File: src/hdl/madd_pkg.sv
`timescale 1ns / 1ps

package madd_pkg;

  localparam int SAMPLE_W           = 10;
  localparam int COUNT_W            = 32;
  localparam int RING_DEPTH_DEFAULT = 20;
  localparam int WINDOW_LEN_DEFAULT = 10;

  localparam logic [SAMPLE_W-1:0] THRESHOLD_RESET = SAMPLE_W'(14);

endpackage

File: src/hdl/moving_average_drop_detector_top.sv
`timescale 1ns / 1ps

// Moving-average drop detector. Each sample item yields one result item: window_full once
// RING_DEPTH samples have been seen, drop_found when the average of the oldest WINDOW_LEN
// samples minus the average of the window starting at the last of those exceeds
// drop_threshold (cfg_write/cfg_data), and the 32-bit running sample number. A new item is
// taken every cycle unless sample_stall holds it back; an accepted sample passes through the
// input register, the running window-sum update into stage 2, and the result register
// behind the reciprocal multiply that forms the averages. No clearing pass is
// needed after reset.
module moving_average_drop_detector_top #(
  parameter int RING_DEPTH = madd_pkg::RING_DEPTH_DEFAULT,
  parameter int WINDOW_LEN = madd_pkg::WINDOW_LEN_DEFAULT
) (
  input  logic                          clk,
  input  logic                          rst,
  input  logic                          sample_valid,
  output logic                          sample_stall,
  input  logic [madd_pkg::SAMPLE_W-1:0] sample,
  output logic                          result_valid,
  input  logic                          result_stall,
  output logic                          drop_found,
  output logic                          window_full,
  output logic [madd_pkg::COUNT_W-1:0]  sample_number,
  input  logic                          cfg_write,
  input  logic [madd_pkg::SAMPLE_W-1:0] cfg_data
);
  import madd_pkg::*;

  localparam int FILL_W    = $clog2(RING_DEPTH + 1);
  localparam int SUM_W     = $clog2(WINDOW_LEN * ((1 << SAMPLE_W) - 1) + 1);
  localparam int DIV_SHIFT = SUM_W + $clog2(WINDOW_LEN);
  localparam int RECIP_W   = SUM_W + 1;
  localparam int PROD_W    = SUM_W + RECIP_W;
  localparam longint unsigned RECIP_FULL =
    ((longint'(1) << DIV_SHIFT) + longint'(WINDOW_LEN) - 1) / longint'(WINDOW_LEN);
  localparam logic [RECIP_W-1:0] RECIP = RECIP_W'(RECIP_FULL);

  logic [SAMPLE_W-1:0] drop_threshold;
  logic                s1_valid;
  logic [SAMPLE_W-1:0] s1_sample;
  logic                s2_valid;
  logic [SAMPLE_W-1:0] sample_ring [RING_DEPTH];
  logic [FILL_W-1:0]   fill_level;
  logic [SUM_W-1:0]    old_window_sum;
  logic [SUM_W-1:0]    new_window_sum;
  logic [SUM_W-1:0]    old_window_sum_next;
  logic [SUM_W-1:0]    new_window_sum_next;
  logic [COUNT_W-1:0]  sample_count;

  logic                en1, en2, en3, advance;
  logic                ring_full;
  logic [PROD_W-1:0]   old_prod, new_prod;
  logic [SAMPLE_W-1:0] old_avg, new_avg;
  logic                over_threshold;

  assign en3          = !result_valid || !result_stall;
  assign en2          = !s2_valid || en3;
  assign en1          = !s1_valid || en2;
  assign sample_stall = !en1;
  assign advance      = s1_valid && en2;

  always_ff @(posedge clk) begin
    if (rst) begin
      drop_threshold <= THRESHOLD_RESET;
    end else if (cfg_write) begin
      drop_threshold <= cfg_data;
    end
  end

  // input register
  always_ff @(posedge clk) begin
    if (rst) begin
      s1_valid <= 1'b0;
    end else if (en1) begin
      s1_valid <= sample_valid;
    end
  end

  always_ff @(posedge clk) begin
    if (en1) begin
      s1_sample <= sample;
    end
  end

  // ring as a shift line, entry 0 newest
  always_ff @(posedge clk) begin
    if (advance) begin
      sample_ring[0] <= s1_sample;
      for (int i = 1; i < RING_DEPTH; i++) begin
        sample_ring[i] <= sample_ring[i-1];
      end
    end
  end

  madd_window_sum #(
    .RING_DEPTH (RING_DEPTH),
    .WINDOW_LEN (WINDOW_LEN),
    .FIRST_POS  (0),
    .FILL_W     (FILL_W),
    .SUM_W      (SUM_W)
  ) u_old_sum (
    .sample   (s1_sample),
    .taps     (sample_ring),
    .fill     (fill_level),
    .sum      (old_window_sum),
    .sum_next (old_window_sum_next)
  );

  madd_window_sum #(
    .RING_DEPTH (RING_DEPTH),
    .WINDOW_LEN (WINDOW_LEN),
    .FIRST_POS  (WINDOW_LEN - 1),
    .FILL_W     (FILL_W),
    .SUM_W      (SUM_W)
  ) u_new_sum (
    .sample   (s1_sample),
    .taps     (sample_ring),
    .fill     (fill_level),
    .sum      (new_window_sum),
    .sum_next (new_window_sum_next)
  );

  // window state always belongs to the item held in stage 2
  always_ff @(posedge clk) begin
    if (rst) begin
      s2_valid       <= 1'b0;
      fill_level     <= '0;
      old_window_sum <= '0;
      new_window_sum <= '0;
      sample_count   <= '0;
    end else begin
      if (en2) begin
        s2_valid <= s1_valid;
      end
      if (advance) begin
        if (fill_level != FILL_W'(RING_DEPTH)) begin
          fill_level <= fill_level + FILL_W'(1);
        end
        old_window_sum <= old_window_sum_next;
        new_window_sum <= new_window_sum_next;
        sample_count   <= sample_count + COUNT_W'(1);
      end
    end
  end

  // divide by window length through a reciprocal multiply
  assign ring_full      = (fill_level == FILL_W'(RING_DEPTH));
  assign old_prod       = PROD_W'(old_window_sum) * PROD_W'(RECIP);
  assign new_prod       = PROD_W'(new_window_sum) * PROD_W'(RECIP);
  assign old_avg        = old_prod[DIV_SHIFT +: SAMPLE_W];
  assign new_avg        = new_prod[DIV_SHIFT +: SAMPLE_W];
  assign over_threshold = {1'b0, old_avg} > ({1'b0, new_avg} + {1'b0, drop_threshold});

  always_ff @(posedge clk) begin
    if (rst) begin
      result_valid <= 1'b0;
    end else if (en3) begin
      result_valid <= s2_valid;
    end
  end

  always_ff @(posedge clk) begin
    if (en3) begin
      drop_found    <= ring_full && over_threshold;
      window_full   <= ring_full;
      sample_number <= sample_count;
    end
  end

  a_count_step: assert property (@(posedge clk) disable iff (rst)
    advance |=> sample_count == $past(sample_count) + COUNT_W'(1))
    else $error("sample count did not step with item");

  a_count_hold: assert property (@(posedge clk) disable iff (rst)
    !advance |=> $stable(sample_count))
    else $error("sample count moved without item");

  a_fill_bound: assert property (@(posedge clk) disable iff (rst)
    fill_level <= FILL_W'(RING_DEPTH))
    else $error("fill level beyond ring depth");

  a_full_stays: assert property (@(posedge clk) disable iff (rst)
    ring_full |=> ring_full)
    else $error("ring lost full state");

  a_stage2_hold: assert property (@(posedge clk) disable iff (rst)
    s2_valid && !en3 |=> s2_valid && $stable(old_window_sum) && $stable(new_window_sum))
    else $error("stage 2 item changed while stalled");

endmodule

File: src/hdl/madd_window_sum.sv
`timescale 1ns / 1ps

module madd_window_sum #(
  parameter int RING_DEPTH = madd_pkg::RING_DEPTH_DEFAULT,
  parameter int WINDOW_LEN = madd_pkg::WINDOW_LEN_DEFAULT,
  parameter int FIRST_POS  = 0,
  parameter int FILL_W     = $clog2(RING_DEPTH + 1),
  parameter int SUM_W      = $clog2(WINDOW_LEN * ((1 << madd_pkg::SAMPLE_W) - 1) + 1)
) (
  input  logic [madd_pkg::SAMPLE_W-1:0] sample,
  input  logic [madd_pkg::SAMPLE_W-1:0] taps [RING_DEPTH],
  input  logic [FILL_W-1:0]             fill,
  input  logic [SUM_W-1:0]              sum,
  output logic [SUM_W-1:0]              sum_next
);
  import madd_pkg::*;

  localparam int LAST_POS   = FIRST_POS + WINDOW_LEN - 1;
  localparam int NUM_PIECES = LAST_POS / RING_DEPTH + 1;

  logic [SUM_W-1:0] add_term [NUM_PIECES];
  logic [SUM_W-1:0] sub_term [NUM_PIECES];
  logic [SUM_W-1:0] acc;

  // positions past the ring end fold back, so a window splits into linear spans;
  // each span gains the sample entering it and loses the one leaving it
  for (genvar k = 0; k < NUM_PIECES; k++) begin : g_piece
    localparam int BASE = k * RING_DEPTH;
    localparam int LO   = (FIRST_POS > BASE) ? FIRST_POS : BASE;
    localparam int HI   = (LAST_POS < BASE + RING_DEPTH - 1) ? LAST_POS
                                                             : BASE + RING_DEPTH - 1;
    localparam int J_LO = RING_DEPTH - 1 - (HI - BASE);
    localparam int J_HI = RING_DEPTH - 1 - (LO - BASE);

    if (LO > HI) begin : g_empty
      assign add_term[k] = '0;
      assign sub_term[k] = '0;
    end else begin : g_span
      if (J_LO == 0) begin : g_from_input
        assign add_term[k] = SUM_W'(sample);
      end else begin : g_from_ring
        assign add_term[k] = (fill >= FILL_W'(J_LO)) ? SUM_W'(taps[J_LO-1]) : '0;
      end
      assign sub_term[k] = (fill > FILL_W'(J_HI)) ? SUM_W'(taps[J_HI]) : '0;
    end
  end

  always_comb begin
    acc = sum;
    for (int k = 0; k < NUM_PIECES; k++) begin
      acc = acc + add_term[k] - sub_term[k];
    end
    sum_next = acc;
  end

endmodule

File: config.mk
export PLATFORM = sky130hd
export DESIGN_NAME = moving_average_drop_detector_top
export DESIGN_NICKNAME = d
export VERILOG_FILES = /design/src/hdl/madd_pkg.sv /design/src/hdl/moving_average_drop_detector_top.sv /design/src/hdl/madd_window_sum.sv
export SDC_FILE = /design/constraint.sdc
export NUM_CORES = 1
export LEC_CHECK = 0
export BUFFER_PORTS_ARGS = -buffer_cell sky130_fd_sc_hd__buf_2
export CAP_MARGIN = 20
export CORE_AREA = 5 5 211 213
export CTS_CLUSTER_SIZE = 40
export DETAILED_ROUTE_END_ITERATION = 7
export DIE_AREA = 0 0 216 218
export GPL_ROUTABILITY_DRIVEN = 0
export HOLD_SLACK_MARGIN = 0.12
export MAX_ROUTING_LAYER = met4
export REMOVE_ABC_BUFFERS = 1
export SLEW_MARGIN = 20
export SYNTH_ARGS = -nofsm -noshare
export SYNTH_HDL_FRONTEND = slang
export SYNTH_SLANG_ARGS = --single-unit
File: constraint.sdc
create_clock -name clk -period 16.3 [get_ports clk]
set_input_delay 1.63 -clock clk [delete_from_list [all_inputs] [get_ports clk]]
set_output_delay 1.63 -clock clk [all_outputs]
set_load 0.005 [all_outputs]
# Word level (Yosys, flattened, before mapping)

Cells that the tools add are included.

Flip-flop bits (word level): 322
Word-level logic and storage cells: 63
Output and inout port bits: 36
Input port bits: 25

$add $sub $neg: 7
Order comparisons: 5
Multiplexer cells: 4
Reductions and logical operators: 11
Eq/ne operators: 2
Multipliers: 2

Operators by type and width:

| operator                                                                            | count |
|---|---|
| 14-bit by 15-bit multiplier with 28-bit output, second input constant               | 2 |
| 10-bit 2-to-1 mux                                                                   | 4 |
| 32-bit by 1-bit adder with 32-bit output, second input constant                     | 1 |
| 14-bit adder                                                                        | 2 |
| 14-bit subtractor                                                                   | 2 |
| 10-bit by 10-bit adder with 11-bit output                                           | 1 |
| 10-bit by 11-bit greater-than comparator with 1-bit output                          | 1 |
| 5-bit by 1-bit adder with 5-bit output, second input constant                       | 1 |
| 5-bit equality test, second input constant                                          | 1 |
| 5-bit by 1-bit greater-or-equal comparator with 1-bit output, second input constant | 1 |
| 5-bit by 4-bit greater-or-equal comparator with 1-bit output, second input constant | 1 |
| 5-bit by 4-bit greater-than comparator with 1-bit output, second input constant     | 1 |
| 5-bit greater-than comparator, second input constant                                | 1 |
| 1-bit zero test                                                                     | 5 |
| 5-bit != test, second input constant                                                | 1 |
| 1-bit logical OR                                                                    | 3 |
| 1-bit logical AND                                                                   | 2 |
| 2-bit AND reduction                                                                 | 1 |

# Depth between registers and ports, before layout

Gate-level depths: netlist (run 1).

Word-level depth: 5
Mapped depth: 34
Depth with buffers taken out: 34

# Modules after synthesis

From an unflattened synthesis (run 1), not the netlist that was laid out.

Cell total of the unflattened synthesis: 1654
Area, all modules: 19835.3 um^2

By module, submodules not included:

| module                           | instances | seq. area each (um^2) | area each (um^2) | cells each |
|---|---|---|---|---|
| moving_average_drop_detector_top | 1         | 8888.5                | 17453.0          | 1311 |
| madd_window_sum at u_new_sum     | 1         | 0.0                   | 1192.4           | 172 |
| madd_window_sum at u_old_sum     | 1         | 0.0                   | 1189.9           | 171 |

# Worst setup path before layout (run 1)

No wires, ideal clock.

Path type: input -> register
Start point: input result_stall
End point: register sample_ring[0] (netlist bit) (enable)
Arrival time: 7.790 ns
Slack: 7.869 ns
Setup time: 0.641 ns
Stages: 5
Required time: 15.659 ns
Path buffers: 2
Cell sequence: nand3_1 nand2_1 inv_1 clkbuf_1 buf_1

Longest elaborated chain between the ends: 4

RTL lines:

| item                           | RTL line                               | text |
|---|---|---|
| start: declaration             | moving_average_drop_detector_top.sv:21 | `input logic result_stall,` |
| 1-bit zero test                | moving_average_drop_detector_top.sv:57 | `assign en3 = !result_valid \|\| !result_stall;` |
| 1-bit logical OR               | moving_average_drop_detector_top.sv:57 |  |
| 1-bit logical OR               | moving_average_drop_detector_top.sv:58 | `assign en2 = !s2_valid \|\| en3;` |
| 1-bit logical AND              | moving_average_drop_detector_top.sv:61 | `assign advance = s1_valid && en2;` |
| via advance                    | moving_average_drop_detector_top.sv:51 | `logic en1, en2, en3, advance;` |
| end signal: indexed assignment | moving_average_drop_detector_top.sv:91 | `sample_ring[i] <= sample_ring[i-1];` |
| end: declaration               | moving_average_drop_detector_top.sv:43 | `logic [SAMPLE_W-1:0] sample_ring [RING_DEPTH];` |

The timed path passes the listed nets, and every way through them passes these cells.
A chain may end at the register's enable or synchronous reset.

# Final worst setup path (run 1)

Start point: register new_window_sum[12]
End point: register drop_found, data pin

Longest elaborated chain between the ends: 4

RTL lines:

| item                                                       | RTL line                                | text |
|---|---|---|
| start: declaration                                         | moving_average_drop_detector_top.sv:46  | `logic [SUM_W-1:0] new_window_sum;` |
| start signal: assignment                                   | moving_average_drop_detector_top.sv:141 | `new_window_sum <= new_window_sum_next;` |
| 14-bit by 15-bit multiplier with 28-bit output             | moving_average_drop_detector_top.sv:150 | `assign new_prod = PROD_W'(new_window_sum) * PROD_W'(RECIP);` |
| 10-bit by 10-bit adder with 11-bit output                  | moving_average_drop_detector_top.sv:153 | `assign over_threshold = {1'b0, old_avg} > ({1'b0, new_avg} + {1'b0, drop_threshold});` |
| 10-bit by 11-bit greater-than comparator with 1-bit output | moving_average_drop_detector_top.sv:153 |  |
| 1-bit logical AND                                          | moving_average_drop_detector_top.sv:165 | `drop_found <= ring_full && over_threshold;` |
| end signal: assignment                                     | moving_average_drop_detector_top.sv:165 |  |
| end: declaration                                           | moving_average_drop_detector_top.sv:22  | `output logic drop_found,` |

Every way passes these cells.

==> summary.txt, run 1 <==
Status
  • Outcome: finished clean

Clock network
  • Worst skew pair latency: 530 ps
  • CTS Buffer Depth: 3
  • Post_cts resized: 0
  • Clk sinks: 322
  • Number of CTS-inserted buffers: 35
  • H-tree Lvls: 2
  • Setup bufs post-CTS: 0
  • CTS tree: done
  • Clk root buf: clkbuf_16
  • Clk slew on worst S/H paths: 70 ps
  • Cts hold-fix bufs: 0

Worst setup path
  • Critical Path End Type: flop
  • R2r startpoint: new_window_sum[12]
  • WP data required: 16570 ps
  • Crit path from: new_window_sum[12]
  • Slowest CP cell: fa_1
  • WP depth: 32
  • CP Max Fanout: 5
  • Setup CP Type: flop to flop
  • Family with the most delay on the worst path: adder cells
  • R2R depth: 32
  • R2R Path End: drop_found
  • Critical Path AT: 8280 ps
  • Reg2Reg Setup Slack: 8300 ps
  • Critical Path Start Type: flop
  • Worst path most repeated cell: inv_1
  • End of the critical path: drop_found
  • CP max stage delay: 540 ps
  • Critical path buffer and inverter count: 6

Routing
  • DR vias/cell: 4.99
  • DRT Wirelength: 34600 um
  • Antenna-violating nets left: 0
  • Wire length per cell: 15.6 um
  • Pre-Repair DR Iteration Count: 5
  • Post-route DRC: 0
  • Via Count: 11000
  • Drt initial violations: 591

Global routing
  • Initial antenna violation count: 0
  • Largest net degree at the start of global routing: 138
  • Vias in the first global route: 11600
  • All-Layer GR Usage: 15.5%
  • First-pass GRT wire length: 57700 um
  • GR Overflow Total: 0

Synthesis
  • #FFs+latches synth: 322
  • YS warnings: 0
  • Post-synthesis mux area share: 0.520%
  • Synth Area in XOR/XNOR: 3.37%
  • Cells after synthesis: 1561
  • Mean post-synth cell area: 12.3 sq um
  • Adder-cell share of the synthesized area: 30.9%
  • Netlist Area Pre-Place: 0.0192 sq mm
  • Compound-Gate Fraction of Synth Area: 5.23%
  • Simple-gate portion of the synthesized area: 8.26%
  • Synth async-reset ratio: 0%
  • Main combinational cell family by area after synthesis: adder cells
  • Synth Flop Type: edfxtp_1
  • Sequential area share after synthesis: 46.2%
  • EDFF count, synth: 244
  • Yosys cell types: 64

Placed design
  • DP HPWL: 26500 um
  • DP Worst Slack: 8300 ps
  • IO Port Bufs: 60
  • DP Cell Count: 2151

Timing
  • Clk_skew: 17.2 ps
  • Setup TNS: 0 ps
  • Minimum clock period: 8000 ps
  • Final Hold Violating Endpoints: 0
  • Max-slew violations: 0
  • Peak Freq: 0.125 GHz
  • Transition time of the tightest slew-check pin: 968 ps
  • # setup viols final: 0
  • Fin worst setup slack: 8300 ps
  • Hold WS: 409 ps
  • Final cycle utilization of the critical path: 49.1%
  • Max-Slew Margin vs Limit: 35.2%
  • Unrepaired setup endpoints after global routing: false

Layout
  • # nets final: 2057
  • Core Util, Final: 50.0%
  • Area growth syn-to-layout: 10.4%
  • Diode count: 0
  • Layout cells sized above 1: 7.85%
  • Post-Layout Cell Count: 2214

Die
  • Die X: 216 um
  • Die ar.: 0.0471 sq mm
  • Core ar.: 0.0425 sq mm
  • Initial Utilization: 45.3%
  • Number of I/O pins: 61
  • Die Height: 218 um
  • Num rows: 76

Worst hold path
  • Min-delay worst type: flop to flop

Job
  • Total of max-cap violations: 0

Power and ir drop
  • Pwr dens: 176 mW/mm^2
  • Leak: 0.00972 uW
  • Peak VDD IR: 0.141 mV
-- logic make-up (layout without fill, tap and decap cells) --
group,after synthesis,after routing
adders and majority gates,390,390
and+or+nand+nor,325,325
DFF,322,322
buffers and inverters,283,390
AOI/OAI and AO/OA,157,157
xor gates and xnor gates,74,74
muxes,10,10
-- cells in the final DEF (no fill, tap or decap), types with 10 or more instances in the layout --
cell | netlist | routed
a21o_1 | 15 | 15
a21oi_1 | 60 | 60
and2_1 | 24 | 24
buf_2 | 0 | 60
clkbuf_16 | 0 | 35
dfxtp_1 | 78 | 78
edfxtp_1 | 244 | 244
fa_1 | 141 | 141
ha_1 | 249 | 249
inv_1 | 263 | 262
mux2i_1 | 10 | 10
nand2_1 | 97 | 96
nand3_1 | 30 | 30
nor2_1 | 77 | 77
nor3_1 | 25 | 25
o21ai_0 | 26 | 26
or3_1 | 20 | 20
xnor2_1 | 42 | 42
xor2_1 | 32 | 32
-- power by group --
group	switching (uW)	leakage (uW)	internal [uW]
combinational	1150	0.00620	891
clock	322	0.000496	406
sequential	39.4	0.00303	923
total	1510	0.00972	2220
-- registers in the layout, summed over array words and instances, names as in the netlist, 5 cells and up --
| name | count |
|---|---|
| sample_number | 32 |
| sample_count | 32 |
| new_window_sum | 14 |
| sample_ring | 200 |
| old_window_sum | 14 |
| drop_threshold | 10 |
| s1_sample | 10 |
| fill_level | 5 |
-- cell type report --
| type | count | area [sq um] |
|---|---|---|
| Inverter | 264 | 998 |
| Timing Repair Buffer | 63 | 327 |
| Fill cell | 3709 | 21300 |
| Clock inverter | 20 | 139 |
| Tap cell | 546 | 683 |
| Multi-Input combinational cell | 956 | 9290 |
| Clock buffer | 43 | 916 |
| Sequential cell | 322 | 8890 |
-- routing by layer --
metal	up-vias	routed length, um	global-route usage [%]
met4	0	654	3.82
met2	143	16700	25.4
met1	5405	16100	20.6
met3	37	1080	2.17
li1	5461	-	-
met5	-	0	-
-- how the worst min path moves through the flow --
stage	from	endpoint	cells after the start
2_1_floorplan	sample_ring[10]	sample_ring[0]	0
3_3_place_gp	sample_ring[145]	sample_ring[135]	0
3_5_place_dp	sample_ring[112]	sample_ring[102]	0
4_1_cts	sample_ring[26]	sample_ring[16]	0
5_1_grt	sample_ring[50]	sample_ring[40]	0
6_report	sample_ring[111]	sample_ring[101]	0
-- synthesized netlist by cell type (all sizes together) (5+ instances only) --
cell type    n  area [sq um]
ha         249          3120
xnor2       42           368
nand3b       5          37.5
and3         7          48.8
edfxtp     244          7330
nor2b        7          43.8
clkbuf      13          48.8
xor2        32           280
a21oi       60           300
a21o        15           113
fa         141          2820
a211oi       8          60.1
buf          6          33.8
inv        263           987
dfxtp       78          1560
o21ai       26           130
nor3        26           135
and2        24           150
and4         6          55.1
nand2       97           364
nor2        77           289
nand3       31           160
nand4        9          56.3
or3         20           125
mux2i       10           100
or2          5          31.3
-- stage by stage --
stage          instance area (sq um)  total power [uW]
6_report                       21200              3730
5_1_grt                        21200              4170
3_5_place_dp                   20200              3060
4_1_cts                        21200              3820
3_3_place_gp                   20200              3000
2_1_floorplan                  19200              2580
No activity file was read; power rests on OpenSTA's default activity.
==> run 2, diff against run 1 <==
==> constraint.sdc (replaced) <==
create_clock -name clk -period 7.05 [get_ports clk]
set_input_delay 0.705 -clock clk [delete_from_list [all_inputs] [get_ports clk]]
set_output_delay 0.705 -clock clk [all_outputs]
set_load 0.005 [all_outputs]
==> run 2 against run 1 <==
  * Combinational power rose to 2.7 times the previous value
  * Clock skew decreased by 4.2 ps
  * Hold slack got worse by 50 ps
  * Via count increased by 2.0%
  * Flip-flop and latch count stayed put
  * Final cell count increased by 3.0%
  * Critical path depth down 4
  * The run now ends with negative setup slack left
  * Maximum frequency is 11% higher
==> summary.txt, run 2 (synthesis results as in run 1) <==
Status
  • Outcome: finished, violations left
  • Failing checks: negative setup slack

Clock network
  • Cts hold-fix bufs: 0
  • Worst skew pair latency: 520 ps
  • H-tree Lvls: 2
  • Clk root buf: clkbuf_16
  • CTS Buffer Depth: 3
  • Number of CTS-inserted buffers: 35
  • Clk slew on worst S/H paths: 60 ps
  • Clk sinks: 322
  • CTS tree: done

Timing
  • Transition time of the tightest slew-check pin: 1050 ps
  • Peak Freq: 0.139 GHz
  • Unrepaired setup endpoints after global routing: true
  • Max-slew violations: 0
  • Final Hold Violating Endpoints: 0
  • Setup TNS: -148 ps
  • Clk_skew: 13.0 ps
  • Final cycle utilization of the critical path: 102%
  • Fin worst setup slack: -148 ps
  • Max-Slew Margin vs Limit: 30.3%
  • # setup viols final: 1
  • Minimum clock period: 7200 ps

Global routing
  • First-pass GRT wire length: 59100 um
  • Initial antenna violation count: 0
  • All-Layer GR Usage: 15.8%
  • Largest net degree at the start of global routing: 158
  • GR Overflow Total: 0
  • Vias in the first global route: 11900

Worst setup path
  • WP data required: 7310 ps
  • Critical Path End Type: flop
  • Critical Path AT: 7460 ps
  • R2r startpoint: new_window_sum[12]
  • CP Max Fanout: 3
  • R2R Path End: drop_found
  • Worst path most repeated cell: a21oi_2
  • Setup CP Type: flop to flop
  • CP max stage delay: 550 ps
  • Reg2Reg Setup Slack: -150 ps
  • R2R depth: 28
  • Slowest CP cell: fa_2
  • Critical Path Start Type: flop

Routing
  • Pre-Repair DR Iteration Count: 4
  • Drt initial violations: 613
  • Wire length per cell: 15.4 um
  • DR vias/cell: 4.94
  • Post-route DRC: 0
  • Antenna-violating nets left: 0
  • Via Count: 11300
  • DRT Wirelength: 35200 um

Job
  • Total of max-cap violations: 0

Worst hold path
  • Hold Path Stages: 1
  • Min-delay worst type: primary input to flop
  • Worst Hold Endpoint: s1_sample[7]
  • Hold path startpoint: sample[7]

Die
  • Die X: 216 um
  • Number of I/O pins: 61
  • Num rows: 76
  • Die Height: 218 um
  • Initial Utilization: 45.3%
  • Core ar.: 0.0425 sq mm
  • Die ar.: 0.0471 sq mm

Layout
  • Most frequent cells in the layout: 258 x inv_1, 244 x edfxtp_1, 240 x ha_1
  • Post-route cell area: 0.0220 sq mm
  • # nets final: 2122
  • Largest reg by FF count: sample_ring
  • Sequential cell area: 0.00890 sq mm
  • Biggest regs: sample_ring (200), sample_count (32), sample_number (32)
  • Diode count: 0
  • Area growth syn-to-layout: 14.3%
  • Layout cells sized above 1: 13.3%
  • Area occupied by multi-input gates: 0.00944 sq mm
  • Core Util, Final: 51.7%
  • Most common cell after layout, fill and taps aside: inv_1
  • Fill cells: 3657
  • Max FFs per register: 200

Placed design
  • Placed cell areas: 0.0206 sq mm
  • IO Port Bufs: 60
  • DP Worst Slack: -784 ps
  • DP HPWL: 27000 um

Power and ir drop
  • Leak: 0.0101 uW
  • Peak VDD IR: 0.337 mV
  • Pwr dens: 431 mW/mm^2
[run 2: cell types whose count changed in the layout (fill, tap and decap cells not counted), sizes merged]
cell,change
buf,+65
clkbuf,-2
clkinv,+5
clkinvlp,-6
bufinv,+4
[run 2: area by class of cell]
type,count,share of cell area [%]
Multi-Input combinational cell,956,42.9
Sequential cell,322,40.4
Inverter,264,4.54
Clock buffer,41,4.08
Timing Repair Buffer,128,3.70
Tap cell,546,3.11
Clock inverter,23,1.21
[run 2: worst max-delay path: cells and delay by family (launching register included)]
kind	cells	cell delay, ps
adder cells (fa/ha/maj)	9	3710
AO/OA/AOI/OAI	13	2140
AND/OR/NAND/NOR	3	510
flip-flops	1	350
XOR/XNOR	1	160
buffers and inverters	2	100
[run 2: report_power, final]
group / internal [uW] / total [uW] / switching, uW
combinational: 2570 / 5440 / 2870
sequential: 2140 / 2210 / 68.4
clock: 1080 / 1830 / 750
[run 2: through the flow]
step	power, uW	cells	hold slack [ps]
after floorplan	5960	1542	400
after global placement	7300	2212	400
after detailed placement	7440	2212	405
after CTS	9520	2278	329
after global routing	10500	2280	338
final	9470	2280	359
[run 2: layer usage]
metal	GRT usage [%]	up-vias	share of wire (%)
li1	-	5596	-
met1	20.8	5472	47
met2	25.9	140	48
met3	2.14	54	2.9
met4	4.18	0	2.2
met5	-	-	0
[run 2: repair_timing]
action / in CTS / in global routing
hold endpoints to repair: 0 / 0
endpoints found under the setup margin: 1 / 1
setup buffers: 2 / 2
resized for setup: 22 / 15
pin swaps: 29 / 27
[run 2: worst max-delay path by stage]
stage,from,to,slack (ps),cells after the start
detailed placement,new_window_sum[12],drop_found,-780,32
finish,new_window_sum[12],drop_found,-150,28
CTS,new_window_sum[12],drop_found,-170,31
floorplan,new_window_sum[12],drop_found,-390,32
global route,new_window_sum[12],drop_found,-490,33
global placement,new_window_sum[12],drop_found,-570,32
